===== src/rtl/lsrd_pkg.sv =====
// Package with the constants, types and tables of the line sensor ring direction block.
`timescale 1ns / 1ps

package lsrd_pkg;

  localparam int SENSOR_COUNT  = 18;
  localparam int FRACTION_BITS = 14;
  localparam int LEVEL_W       = 18;
  localparam int BYTE_W        = 8;
  localparam int PRESCALE      = 20;
  localparam int CORDIC_STEPS  = 16;
  localparam int QUEUE_DEPTH   = 2;

  localparam int SENSOR_IDX_W  = $clog2(SENSOR_COUNT);
  localparam int STEP_W        = $clog2(CORDIC_STEPS);
  localparam int VEC_W         = FRACTION_BITS + 2;
  localparam int SUM_W         = FRACTION_BITS + $clog2(SENSOR_COUNT) + 2;
  localparam int CORDIC_W      = SUM_W + PRESCALE + 2;
  localparam int Z_W           = 25;
  localparam int Z_FRAC        = 16;

  localparam logic [5:0] RING_TENS    = 6'd36;
  localparam logic [5:0] QUARTER_TENS = 6'd9;
  localparam logic [5:0] HALF_TENS    = 6'd18;
  localparam logic [5:0] LAST_TENS    = 6'd27;

  localparam logic signed [Z_W-1:0] Z_RIGHT = Z_W'(90 * 65536);
  localparam logic signed [Z_W-1:0] Z_HALF  = Z_W'(180 * 65536);

  localparam logic [BYTE_W-1:0] DEG_ZERO  = 8'd0;
  localparam logic [BYTE_W-1:0] DEG_RIGHT = 8'd90;
  localparam logic [BYTE_W-1:0] DEG_HALF  = 8'd180;
  localparam logic [BYTE_W-1:0] NO_LINE   = 8'hFF;
  localparam logic [BYTE_W-1:0] FLAG_POS  = 8'h00;
  localparam logic [BYTE_W-1:0] FLAG_NEG  = 8'h01;

  localparam logic [BYTE_W-1:0] CMD_ID_FIRST   = 8'hF3;
  localparam logic [BYTE_W-1:0] CMD_ID_SECOND  = 8'h03;
  localparam logic [BYTE_W-1:0] CMD_DIR_FIRST  = 8'hF0;
  localparam logic [BYTE_W-1:0] CMD_DIR_SECOND = 8'h33;

  localparam logic OPCODE_SAMPLE  = 1'b0;
  localparam logic OPCODE_COMMAND = 1'b1;

  typedef enum logic [1:0] {
    JOB_SAMPLE,
    JOB_ID,
    JOB_DIR
  } job_kind_t;

  typedef struct packed {
    job_kind_t            kind;
    logic [LEVEL_W-1:0]   levels;
  } job_t;

  typedef enum logic [2:0] {
    ST_IDLE,
    ST_ACCUM,
    ST_SETUP,
    ST_CORDIC,
    ST_FINISH,
    ST_REPLY0,
    ST_REPLY1
  } back_state_t;

  function automatic logic [30:0] sin_q30(input logic [3:0] j);
    case (j)
      4'd0:    sin_q30 = 31'd0;
      4'd1:    sin_q30 = 31'd186453311;
      4'd2:    sin_q30 = 31'd367241333;
      4'd3:    sin_q30 = 31'd536870912;
      4'd4:    sin_q30 = 31'd690187940;
      4'd5:    sin_q30 = 31'd822533958;
      4'd6:    sin_q30 = 31'd929887697;
      4'd7:    sin_q30 = 31'd1008987269;
      4'd8:    sin_q30 = 31'd1057429273;
      4'd9:    sin_q30 = 31'd1073741824;
      default: sin_q30 = 31'd0;
    endcase
  endfunction

  // Sine of k times ten degrees, rounded half away from zero to FRACTION_BITS.
  function automatic logic signed [VEC_W-1:0] unit_sin(input logic [5:0] k);
    logic [3:0]  j;
    logic        neg;
    logic [30:0] rnd;
    if (k <= QUARTER_TENS) begin
      j = 4'(k);
      neg = 1'b0;
    end else if (k <= HALF_TENS) begin
      j = 4'(HALF_TENS - k);
      neg = 1'b0;
    end else if (k <= LAST_TENS) begin
      j = 4'(k - HALF_TENS);
      neg = 1'b1;
    end else begin
      j = 4'(RING_TENS - k);
      neg = 1'b1;
    end
    rnd = (sin_q30(j) + (31'd1 << (29 - FRACTION_BITS))) >> (30 - FRACTION_BITS);
    unit_sin = neg ? -VEC_W'(rnd) : VEC_W'(rnd);
  endfunction

  function automatic logic signed [Z_W-1:0] atan_q16(input logic [STEP_W-1:0] i);
    case (32'(i))
      0:       atan_q16 = Z_W'(2949120);
      1:       atan_q16 = Z_W'(1740967);
      2:       atan_q16 = Z_W'(919879);
      3:       atan_q16 = Z_W'(466945);
      4:       atan_q16 = Z_W'(234379);
      5:       atan_q16 = Z_W'(117304);
      6:       atan_q16 = Z_W'(58666);
      7:       atan_q16 = Z_W'(29335);
      8:       atan_q16 = Z_W'(14668);
      9:       atan_q16 = Z_W'(7334);
      10:      atan_q16 = Z_W'(3667);
      11:      atan_q16 = Z_W'(1833);
      12:      atan_q16 = Z_W'(917);
      13:      atan_q16 = Z_W'(458);
      14:      atan_q16 = Z_W'(229);
      15:      atan_q16 = Z_W'(115);
      default: atan_q16 = '0;
    endcase
  endfunction

endpackage


===== src/rtl/lsrd_if.sv =====
// Channel interfaces for host commands and sensor samples in, and reply bytes out.
`timescale 1ns / 1ps

interface lsrd_cmd_if;
  import lsrd_pkg::*;

  logic               valid;
  logic               ready;
  logic               opcode;
  logic [LEVEL_W-1:0] sensor_levels;
  logic [BYTE_W-1:0]  command_first;
  logic [BYTE_W-1:0]  command_second;

  modport source (output valid, opcode, sensor_levels, command_first, command_second,
                  input ready);
  modport sink (input valid, opcode, sensor_levels, command_first, command_second,
                output ready);
endinterface

interface lsrd_reply_if;
  import lsrd_pkg::*;

  logic              valid;
  logic              ready;
  logic [BYTE_W-1:0] reply_byte;
  logic              reply_last;

  modport source (output valid, reply_byte, reply_last, input ready);
  modport sink (input valid, reply_byte, reply_last, output ready);
endinterface


===== src/rtl/lsrd_front.sv =====
// Front end that takes input transfers, decodes them and queues the jobs that need work.
`timescale 1ns / 1ps

module lsrd_front (
  lsrd_cmd_if.sink        cmd,
  input  logic            full,
  output logic            push,
  output lsrd_pkg::job_t  push_job
);
  import lsrd_pkg::*;

  logic is_id;
  logic is_dir;

  assign cmd.ready = ~full;
  assign is_id  = (cmd.command_first == CMD_ID_FIRST) && (cmd.command_second == CMD_ID_SECOND);
  assign is_dir = (cmd.command_first == CMD_DIR_FIRST) && (cmd.command_second == CMD_DIR_SECOND);

  // Unknown commands are taken and dropped here.
  always_comb begin
    push_job.levels = cmd.sensor_levels;
    push_job.kind   = JOB_SAMPLE;
    push            = 1'b0;
    if (cmd.valid && !full) begin
      if (cmd.opcode == OPCODE_SAMPLE) begin
        push = 1'b1;
      end else if (is_id) begin
        push_job.kind = JOB_ID;
        push = 1'b1;
      end else if (is_dir) begin
        push_job.kind = JOB_DIR;
        push = 1'b1;
      end
    end
  end

endmodule


===== src/rtl/lsrd_queue.sv =====
// Short job queue between the front end and the back end.
`timescale 1ns / 1ps

module lsrd_queue (
  input  logic            clk,
  input  logic            rst,
  input  logic            push,
  input  lsrd_pkg::job_t  push_job,
  output logic            full,
  input  logic            pop,
  output lsrd_pkg::job_t  pop_job,
  output logic            not_empty
);
  import lsrd_pkg::*;

  localparam int PTR_W = (QUEUE_DEPTH > 1) ? $clog2(QUEUE_DEPTH) : 1;
  localparam int CNT_W = $clog2(QUEUE_DEPTH + 1);

  job_t             slots [QUEUE_DEPTH];
  logic [PTR_W-1:0] wr_ptr;
  logic [PTR_W-1:0] rd_ptr;
  logic [CNT_W-1:0] count;

  function automatic logic [PTR_W-1:0] bump(input logic [PTR_W-1:0] p);
    bump = (p == PTR_W'(QUEUE_DEPTH - 1)) ? '0 : p + 1'b1;
  endfunction

  assign full      = (count == CNT_W'(QUEUE_DEPTH));
  assign not_empty = (count != '0);
  assign pop_job   = slots[rd_ptr];

  always_ff @(posedge clk) begin
    if (push) begin
      slots[wr_ptr] <= push_job;
    end
  end

  always_ff @(posedge clk) begin
    if (rst) begin
      wr_ptr <= '0;
      rd_ptr <= '0;
      count  <= '0;
    end else begin
      if (push) begin
        wr_ptr <= bump(wr_ptr);
      end
      if (pop) begin
        rd_ptr <= bump(rd_ptr);
      end
      if (push && !pop) begin
        count <= count + 1'b1;
      end else if (pop && !push) begin
        count <= count - 1'b1;
      end
    end
  end

endmodule


===== src/rtl/lsrd_back.sv =====
// Back end that sums sensor vectors, runs the CORDIC angle search and sends replies.
`timescale 1ns / 1ps

module lsrd_back (
  input  logic            clk,
  input  logic            rst,
  input  logic            job_valid,
  input  lsrd_pkg::job_t  job,
  output logic            pop,
  lsrd_reply_if.source    reply
);
  import lsrd_pkg::*;

  back_state_t state;
  back_state_t state_next;

  logic [LEVEL_W-1:0]      job_levels;
  logic [SENSOR_COUNT-1:0] levels_ext;
  logic [SENSOR_IDX_W-1:0] sensor_idx;
  logic [STEP_W-1:0]       step;

  logic signed [SUM_W-1:0]    sum_x;
  logic signed [SUM_W-1:0]    sum_y;
  logic signed [SUM_W-1:0]    abs_x;
  logic signed [SUM_W-1:0]    abs_y;
  logic signed [CORDIC_W-1:0] cx;
  logic signed [CORDIC_W-1:0] cy;
  logic signed [CORDIC_W-1:0] dx;
  logic signed [CORDIC_W-1:0] dy;
  logic signed [Z_W-1:0]      cz;
  logic signed [Z_W-1:0]      z_clamp;
  logic signed [Z_W-1:0]      z_final;

  logic [5:0] twice;
  logic [5:0] k_sin;
  logic [5:0] k_cos;
  logic       active;

  logic [BYTE_W-1:0] dir_flag;
  logic [BYTE_W-1:0] dir_deg;
  logic [BYTE_W-1:0] reply_first;
  logic [BYTE_W-1:0] reply_second;
  logic              out_load;

  for (genvar g = 0; g < SENSOR_COUNT; g++) begin : g_ext
    if (g < LEVEL_W) begin : g_in
      assign levels_ext[g] = job_levels[g];
    end else begin : g_pad
      assign levels_ext[g] = 1'b0;
    end
  end

  assign active = ~levels_ext[sensor_idx];
  assign twice  = 6'(sensor_idx) << 1;
  assign k_sin  = (twice >= RING_TENS) ? twice - RING_TENS : twice;
  assign k_cos  = (k_sin >= LAST_TENS) ? k_sin - LAST_TENS : k_sin + QUARTER_TENS;

  assign abs_x = sum_x[SUM_W-1] ? -sum_x : sum_x;
  assign abs_y = sum_y[SUM_W-1] ? -sum_y : sum_y;
  assign dx    = cy >>> step;
  assign dy    = cx >>> step;

  always_comb begin
    if (cz[Z_W-1]) begin
      z_clamp = '0;
    end else if (cz > Z_RIGHT) begin
      z_clamp = Z_RIGHT;
    end else begin
      z_clamp = cz;
    end
    z_final = sum_x[SUM_W-1] ? Z_HALF - z_clamp : z_clamp;
  end

  always_comb begin
    state_next = state;
    case (state)
      ST_IDLE: begin
        if (job_valid) begin
          state_next = (job.kind == JOB_SAMPLE) ? ST_ACCUM : ST_REPLY0;
        end
      end
      ST_ACCUM: begin
        if (sensor_idx == SENSOR_IDX_W'(SENSOR_COUNT - 1)) begin
          state_next = ST_SETUP;
        end
      end
      ST_SETUP: begin
        if (abs_x != '0 && abs_y != '0) begin
          state_next = ST_CORDIC;
        end else begin
          state_next = ST_IDLE;
        end
      end
      ST_CORDIC: begin
        if (step == STEP_W'(CORDIC_STEPS - 1)) begin
          state_next = ST_FINISH;
        end
      end
      ST_FINISH: state_next = ST_IDLE;
      ST_REPLY0: begin
        if (out_load) begin
          state_next = ST_REPLY1;
        end
      end
      ST_REPLY1: begin
        if (out_load) begin
          state_next = ST_IDLE;
        end
      end
      default: state_next = ST_IDLE;
    endcase
  end

  always_comb begin
    pop      = 1'b0;
    out_load = 1'b0;
    case (state)
      ST_IDLE:   pop = job_valid;
      ST_REPLY0: out_load = ~reply.valid | reply.ready;
      ST_REPLY1: out_load = ~reply.valid | reply.ready;
      default: begin
        pop      = 1'b0;
        out_load = 1'b0;
      end
    endcase
  end

  always_ff @(posedge clk) begin
    if (rst) begin
      state <= ST_IDLE;
    end else begin
      state <= state_next;
    end
  end

  always_ff @(posedge clk) begin
    if (rst) begin
      dir_flag    <= NO_LINE;
      dir_deg     <= NO_LINE;
      reply.valid <= 1'b0;
    end else begin
      if (out_load) begin
        reply.valid <= 1'b1;
      end else if (reply.ready) begin
        reply.valid <= 1'b0;
      end
      if (state == ST_SETUP) begin
        if (abs_x == '0 && abs_y == '0) begin
          dir_flag <= NO_LINE;
          dir_deg  <= NO_LINE;
        end else if (abs_y == '0) begin
          dir_flag <= FLAG_POS;
          dir_deg  <= sum_x[SUM_W-1] ? DEG_HALF : DEG_ZERO;
        end else if (abs_x == '0) begin
          dir_flag <= sum_y[SUM_W-1] ? FLAG_NEG : FLAG_POS;
          dir_deg  <= DEG_RIGHT;
        end
      end
      if (state == ST_FINISH) begin
        dir_deg  <= z_final[Z_FRAC +: BYTE_W];
        dir_flag <= (sum_y[SUM_W-1] && z_final[Z_FRAC +: BYTE_W] != DEG_ZERO) ?
                    FLAG_NEG : FLAG_POS;
      end
    end
  end

  always_ff @(posedge clk) begin
    case (state)
      ST_IDLE: begin
        job_levels <= job.levels;
        sensor_idx <= '0;
        sum_x      <= '0;
        sum_y      <= '0;
        if (job.kind == JOB_ID) begin
          reply_first  <= CMD_ID_FIRST;
          reply_second <= CMD_ID_SECOND;
        end else begin
          reply_first  <= dir_flag;
          reply_second <= dir_deg;
        end
      end
      ST_ACCUM: begin
        sensor_idx <= sensor_idx + 1'b1;
        if (active) begin
          sum_x <= sum_x + SUM_W'(unit_sin(k_cos));
          sum_y <= sum_y + SUM_W'(unit_sin(k_sin));
        end
      end
      ST_SETUP: begin
        cx   <= CORDIC_W'(abs_x) <<< PRESCALE;
        cy   <= CORDIC_W'(abs_y) <<< PRESCALE;
        cz   <= '0;
        step <= '0;
      end
      ST_CORDIC: begin
        step <= step + 1'b1;
        if (!cy[CORDIC_W-1]) begin
          cx <= cx + dx;
          cy <= cy - dy;
          cz <= cz + atan_q16(step);
        end else begin
          cx <= cx - dx;
          cy <= cy + dy;
          cz <= cz - atan_q16(step);
        end
      end
      ST_REPLY0: begin
        if (out_load) begin
          reply.reply_byte <= reply_first;
          reply.reply_last <= 1'b0;
        end
      end
      ST_REPLY1: begin
        if (out_load) begin
          reply.reply_byte <= reply_second;
          reply.reply_last <= 1'b1;
        end
      end
      default: begin
      end
    endcase
  end

`ifndef SYNTH
  a_reply_pair: assert property (@(posedge clk) disable iff (rst)
    reply.valid && !reply.reply_last |=> reply.valid)
    else $error("First reply byte was not followed by the final byte.");

  a_pop_idle: assert property (@(posedge clk) disable iff (rst)
    pop |-> state == ST_IDLE)
    else $error("Job taken from the queue while the back end was busy.");

  a_cordic_x: assert property (@(posedge clk) disable iff (rst)
    state == ST_CORDIC |-> !cx[CORDIC_W-1])
    else $error("CORDIC x component went negative.");

  a_dir_range: assert property (@(posedge clk) disable iff (rst)
    (dir_deg <= DEG_HALF && (dir_flag == FLAG_POS || dir_flag == FLAG_NEG)) ||
    (dir_flag == NO_LINE && dir_deg == NO_LINE))
    else $error("Stored direction is out of range.");
`endif

endmodule


===== src/rtl/line_sensor_ring_direction_core.sv =====
// Top level of the line sensor ring direction block.
//
// The cmd channel carries sensor samples (opcode 0) and two-byte host
// commands (opcode 1). A sample updates the stored direction and sends
// nothing. Command F3 03 answers the ID bytes F3, 03; command F0 33 answers
// the stored sign flag and degree bytes; other commands are dropped.
// The reply channel sends one byte per transfer, reply_last on the second.
// A sample has the back end add one sensor vector per cycle, then, when
// neither sum is zero, run the CORDIC angle search at one step per cycle.
// A command moves the back end from idle through its two reply states,
// one per reply byte, each of which waits while reply stalls.
// A two-entry job queue lets cmd transfers continue while the back end
// works; when reply stalls, the held byte stays and the queue fills.
// Reset stores the no-line value FF, FF and empties the queue.
`timescale 1ns / 1ps

module line_sensor_ring_direction_core (
  input  logic          clk,
  input  logic          rst,
  lsrd_cmd_if.sink      cmd,
  lsrd_reply_if.source  reply
);
  import lsrd_pkg::*;

  logic push;
  logic full;
  logic pop;
  logic not_empty;
  job_t push_job;
  job_t pop_job;

  lsrd_front u_front (
    .cmd      (cmd),
    .full     (full),
    .push     (push),
    .push_job (push_job)
  );

  lsrd_queue u_queue (
    .clk       (clk),
    .rst       (rst),
    .push      (push),
    .push_job  (push_job),
    .full      (full),
    .pop       (pop),
    .pop_job   (pop_job),
    .not_empty (not_empty)
  );

  lsrd_back u_back (
    .clk       (clk),
    .rst       (rst),
    .job_valid (not_empty),
    .job       (pop_job),
    .pop       (pop),
    .reply     (reply)
  );

endmodule


===== src/flat_wrapper.sv =====
// flat-port wrapper written by rule: the top's interface ports become plain ports
module line_sensor_ring_direction_core_flat import lsrd_pkg::*;
  (clk, rst, cmd_valid, cmd_opcode, cmd_sensor_levels, cmd_command_first, cmd_command_second, cmd_ready, reply_valid, reply_reply_byte, reply_reply_last, reply_ready);
  lsrd_cmd_if cmd_i ();
  lsrd_reply_if reply_i ();
  input  logic clk;
  input  logic rst;
  input wire logic [$bits(cmd_i.valid)-1:0] cmd_valid;
  input wire logic [$bits(cmd_i.opcode)-1:0] cmd_opcode;
  input wire logic [$bits(cmd_i.sensor_levels)-1:0] cmd_sensor_levels;
  input wire logic [$bits(cmd_i.command_first)-1:0] cmd_command_first;
  input wire logic [$bits(cmd_i.command_second)-1:0] cmd_command_second;
  output wire logic [$bits(cmd_i.ready)-1:0] cmd_ready;
  output wire logic [$bits(reply_i.valid)-1:0] reply_valid;
  output wire logic [$bits(reply_i.reply_byte)-1:0] reply_reply_byte;
  output wire logic [$bits(reply_i.reply_last)-1:0] reply_reply_last;
  input wire logic [$bits(reply_i.ready)-1:0] reply_ready;
  assign cmd_i.valid = cmd_valid;
  assign cmd_i.opcode = cmd_opcode;
  assign cmd_i.sensor_levels = cmd_sensor_levels;
  assign cmd_i.command_first = cmd_command_first;
  assign cmd_i.command_second = cmd_command_second;
  assign cmd_ready = cmd_i.ready;
  assign reply_valid = reply_i.valid;
  assign reply_reply_byte = reply_i.reply_byte;
  assign reply_reply_last = reply_i.reply_last;
  assign reply_i.ready = reply_ready;
  line_sensor_ring_direction_core u_core (.clk(clk), .rst(rst), .cmd(cmd_i), .reply(reply_i));
endmodule

===== config.mk =====
export PLATFORM = sky130hd
export DESIGN_NAME = line_sensor_ring_direction_core_flat
export DESIGN_NICKNAME = d
export VERILOG_FILES = /design/src/rtl/lsrd_pkg.sv /design/src/rtl/lsrd_if.sv /design/src/rtl/lsrd_front.sv /design/src/rtl/lsrd_queue.sv /design/src/rtl/lsrd_back.sv /design/src/rtl/line_sensor_ring_direction_core.sv /design/src/flat_wrapper.sv
export SDC_FILE = /design/constraint.sdc
export NUM_CORES = 1
export LEC_CHECK = 0
export ABC_AREA = 1
export BUFFER_PORTS_ARGS = -buffer_cell sky130_fd_sc_hd__buf_2
export CORE_MARGIN = 4
export CORE_UTILIZATION = 25
export CTS_CLUSTER_DIAMETER = 120
export CTS_CLUSTER_SIZE = 25
export DETAILED_ROUTE_END_ITERATION = 12
export PLACE_DENSITY_LB_ADDON = 0.08
export SYNTH_ARGS = -nofsm -noshare
export SYNTH_HDL_FRONTEND = slang
export SYNTH_SLANG_ARGS = --single-unit

===== constraint.sdc =====
create_clock -name clk -period 9.7 [get_ports clk]
set_input_delay 0.97 -clock clk [delete_from_list [all_inputs] [get_ports clk]]
set_output_delay 0.97 -clock clk [all_outputs]
set_load 0.02 [all_outputs]

==> impl_metrics.xml <==
<?xml version="1.0" encoding="UTF-8"?>
<metrics>
  <group name="worst_hold_path">
    <metric name="type_of_the_worst_min_delay_path" unit="">reg -&gt; reg</metric>
    <metric name="whs_endpoint" unit="">u_core.u_back.dir_deg[3]</metric>
    <metric name="hp-start" unit="">u_core.u_back.dir_deg[3]</metric>
    <metric name="hold_depth" unit="">2</metric>
  </group>
  <group name="routing">
    <metric name="drt-wirelength-per-cell" unit="um">17.5</metric>
    <metric name="detail-route-antenna-nets" unit="">0</metric>
    <metric name="finalWirelength" unit="um">97600</metric>
    <metric name="route.detailed.drc" unit="">0</metric>
    <metric name="num_vias" unit="">26300</metric>
    <metric name="vias_per_instance" unit="">4.71</metric>
    <metric name="drtIter0Drc" unit="">1774</metric>
    <metric name="drt_pre_antenna_iters" unit="">6</metric>
  </group>
  <group name="sta">
    <metric name="finalCriticalPeriod" unit="ns">7.40</metric>
    <metric name="maxSlewHeadroom" unit="">0.278</metric>
    <metric name="finalCritPeriodShare" unit="">0.762</metric>
    <metric name="postLayoutSetupSlackWorst" unit="ns">2.30</metric>
    <metric name="slew_violations" unit="">0</metric>
    <metric name="tns" unit="ns">0</metric>
    <metric name="finalClockSkew" unit="ns">0.0329</metric>
    <metric name="worst_slew_pin_slew" unit="ns">1.07</metric>
    <metric name="maxClockFrequency" unit="MHz">135</metric>
    <metric name="fin_hold_viols" unit="">0</metric>
    <metric name="grt_setup_unrepaired" unit="">false</metric>
    <metric name="setup_viol_count_final" unit="">0</metric>
  </group>
  <group name="synth">
    <metric name="synth.net_count" unit="">4318</metric>
    <metric name="synth_top_cells_by_area" unit="">edfxtp_1, nand2_1, ha_1, inv_1, a21oi_1</metric>
    <metric name="area_of_the_mapped_netlist" unit="mm^2">0.0281</metric>
    <metric name="synth.ff_latch_count" unit="">281</metric>
    <metric name="ys_warn_count" unit="">0</metric>
    <metric name="synth_flop_cell" unit="">edfxtp_1</metric>
    <metric name="async_reset_ff_frac" unit="">0</metric>
    <metric name="edff_count_synth" unit="">240</metric>
    <metric name="yosys.area.top_type_share" unit="">0.256</metric>
    <metric name="cell_variety_after_synth" unit="">66</metric>
    <metric name="synthDominantAreaCellType" unit="">edfxtp_1</metric>
    <metric name="syn-mean-instance-area" unit="um^2">6.89</metric>
    <metric name="netlist_instances" unit="">4082</metric>
    <metric name="share_of_synthesized_area_occupied_by_flip_flops_and_latches" unit="">0.285</metric>
  </group>
  <group name="placement">
    <metric name="gp_congestion" unit="">0.864</metric>
    <metric name="numPortBuffers" unit="">49</metric>
    <metric name="place_worst_setup_slack" unit="ns">2.33</metric>
    <metric name="hpwl" unit="um">78100</metric>
  </group>
  <group name="setup_path">
    <metric name="critPathArrivalTime" unit="ns">7.83</metric>
    <metric name="worstSetupEndpointType" unit="">flip-flop</metric>
    <metric name="ff2ff_path_depth" unit="">41</metric>
    <metric name="path_depth" unit="">41</metric>
    <metric name="crit_fanout" unit="">22</metric>
    <metric name="crit_family" unit="">simple AND/OR/NAND/NOR gates</metric>
    <metric name="slowest_delay" unit="ns">0.57</metric>
    <metric name="worstSetupPathType" unit="">reg -&gt; reg</metric>
    <metric name="timing.critical_path.from_type" unit="">flip-flop</metric>
    <metric name="critical_path.most_common_cell" unit="">nand2_1</metric>
    <metric name="number_of_buffer_and_inverter_stages_on_the_critical_path" unit="">7</metric>
    <metric name="timing.rr.end" unit="">u_core.u_back.sum_y[19]</metric>
    <metric name="cp_data_required_time" unit="ns">10.14</metric>
    <metric name="reg2reg_slack" unit="ns">2.30</metric>
    <metric name="reg2reg_from" unit="">u_core.u_back.sensor_idx[1]</metric>
    <metric name="cpMaxStageDelayCell" unit="">edfxtp_1</metric>
  </group>
  <group name="clock_tree">
    <metric name="cts_tree" unit="">built</metric>
    <metric name="post_cts.repair.setup_buffers" unit="">0</metric>
    <metric name="clk_pin_slew_worst_paths" unit="ns">0.10</metric>
    <metric name="post_cts_resize_count" unit="">0</metric>
    <metric name="cts-buffers-inserted" unit="">22</metric>
    <metric name="ctsHoldBuffers" unit="">0</metric>
    <metric name="cts_htree_levels" unit="">1</metric>
    <metric name="cts_buffer_depth" unit="">3</metric>
    <metric name="clk-insertion-delay-late" unit="ns">0.61</metric>
    <metric name="cts-root-buf" unit="">clkbuf_16</metric>
    <metric name="clock_sinks" unit="">281</metric>
  </group>
  <group name="layout">
    <metric name="footprint_of_the_flip_flops_and_latches" unit="mm^2">0.00803</metric>
    <metric name="drive_gt1_frac" unit="">0.0595</metric>
    <metric name="layout.cells.most_common_list" unit="">nand2_1, inv_1, nor2_1, a21oi_1, o21ai_0</metric>
    <metric name="final_core_utilization" unit="">0.276</metric>
    <metric name="syn_to_final_growth" unit="%">9.17</metric>
    <metric name="final_nets" unit="">4303</metric>
    <metric name="fill_cells" unit="">12600</metric>
    <metric name="antenna_cells" unit="">0</metric>
    <metric name="multiInputGateArea" unit="mm^2">0.0176</metric>
    <metric name="mostFrequentLayoutCell" unit="">nand2_1</metric>
  </group>
  <group name="global_route">
    <metric name="vias_in_the_first_global_route" unit="">25600</metric>
    <metric name="leftover_overflow_at_the_end_of_global_routing" unit="">0</metric>
    <metric name="grt_util_all_layers" unit="">0.162</metric>
    <metric name="grt_max_degree" unit="">117</metric>
    <metric name="initial_antenna_violation_count" unit="">0</metric>
    <metric name="grt_pass1_wl" unit="um">152000</metric>
  </group>
  <group name="status">
    <metric name="status" unit="">complete, no violations</metric>
  </group>
  <group name="floorplan">
    <metric name="io_pins" unit="">50</metric>
    <metric name="initial_core_util" unit="">0.253</metric>
    <metric name="die-width" unit="um">343</metric>
    <metric name="floorplan.die_area" unit="mm^2">0.118</metric>
    <metric name="core.rowCount" unit="">122</metric>
    <metric name="floorplan.die.height" unit="um">343</metric>
    <metric name="coreArea" unit="mm^2">0.111</metric>
  </group>
  <group name="flow_run">
    <metric name="maxCapViolCount" unit="">0</metric>
  </group>
</metrics>
## Yosys cell counts, types with 8 or more instances
cell type and n:
edfxtp_1 240, o211ai_1 24, ha_1 192, nand2_2 19, nor2_2 13, xor2_1 119
nand3_1 201, dfxtp_1 41, a21o_1 13, o21a_1 52, buf_4 9, nand2_1 940
nor3_1 44, o31ai_1 13, or2_2 40, nand4_1 49, nor4_1 27, o21bai_1 12
o21ai_1 125, a21oi_1 327, inv_2 11, or2_1 10, a31oi_1 40, buf_2 38
o221ai_1 8, a21boi_0 8, nor2_1 366, mux2_2 19, clkbuf_1 57, mux2i_1 64
inv_1 502, xnor2_1 52, o21ai_0 322, o22ai_1 8
## worst register-to-register path, delay by kind of cell (launching register included)
kind                       cells  cell delay [ns]
and+or+nand+nor               18             2.31
AOI/OAI and AO/OA             10             2.18
adders and majority gates      5             1.35
buffers and inverters          7             0.74
DFF                            1             0.57
xor gates and xnor gates       1             0.13
## state kept, by name, indices dropped and copies added (netlist names), 2 cells and up, named ones only
name                            flops
u_core.u_back.reply.reply_byte      8
u_core.u_back.cx                   43
u_core.u_back.sum_y                21
u_core.u_back.cz                   25
u_core.u_back.cy                   43
u_core.u_back.dir_flag              2
u_core.u_queue.count                2
u_core.u_back.dir_deg               8
u_core.u_back.job_levels           18
u_core.u_queue.slots               40
u_core.u_back.sum_x                21
u_core.u_back.step                  4
u_core.u_back.reply_first           3
u_core.u_back.state                 3
u_core.u_back.reply_second          8
u_core.u_back.sensor_idx            5
## how the worst max path moves through the flow
stage	start	end	slack, ns
6_report	u_core.u_back.sensor_idx[1]	u_core.u_back.sum_y[19]	2.30
5_1_grt	u_core.u_back.sensor_idx[1]	u_core.u_back.sum_y[19]	1.29
4_1_cts	u_core.u_back.sensor_idx[1]	u_core.u_back.sum_y[19]	2.27
3_5_place_dp	u_core.u_back.sensor_idx[1]	u_core.u_back.sum_y[19]	2.33
3_3_place_gp	u_core.u_back.sensor_idx[1]	u_core.u_back.sum_y[19]	2.39
2_1_floorplan	u_core.u_back.state[1]	flip-flop	1.74
## stage by stage
stage / std cells / cell area [um^2] / hold WS (ns)
floorplan: 4082 / 28100 / 0.433
global placement: 5531 / 29900 / 0.453
detailed placement: 5531 / 29900 / 0.450
CTS: 5571 / 30700 / 0.476
global route: 5571 / 30700 / 0.506
finish: 5571 / 30700 / 0.473
## per-layer routing
metal | share of wire | wire length, um | up-vias | track usage
li1 | - | - | 13700 | -
met1 | 0.50 | 48900 | 12100 | 0.232
met2 | 0.46 | 45000 | 356 | 0.274
met3 | 0.026 | 2580 | 41 | 0.0126
met4 | 0.011 | 1050 | 0 | 0.0181
met5 | 0 | 0 | - | 0
## cell type report
cell class / count / area share
flip-flops and latches: 281 / 0.261
repair buffers: 77 / 0.0152
inverters: 520 / 0.0636
clock inverters: 12 / 0.00456
multi-input cells: 3165 / 0.574
well taps: 1488 / 0.0606
clock buffers: 28 / 0.0207
## kinds of logic after synthesis
group	count (synthesis)	synth area share
AOI/OAI and AO/OA	971	0.190
xor gates and xnor gates	171	0.0532
adders and majority gates	197	0.0890
buffers and inverters	636	0.0892
DFF	281	0.285
muxes	85	0.0317
and+or+nand+nor	1741	0.262
Power is left out: the tool's default activity adds up to more than one toggle a clock period on the data nets, which glitch-free logic cannot reach.
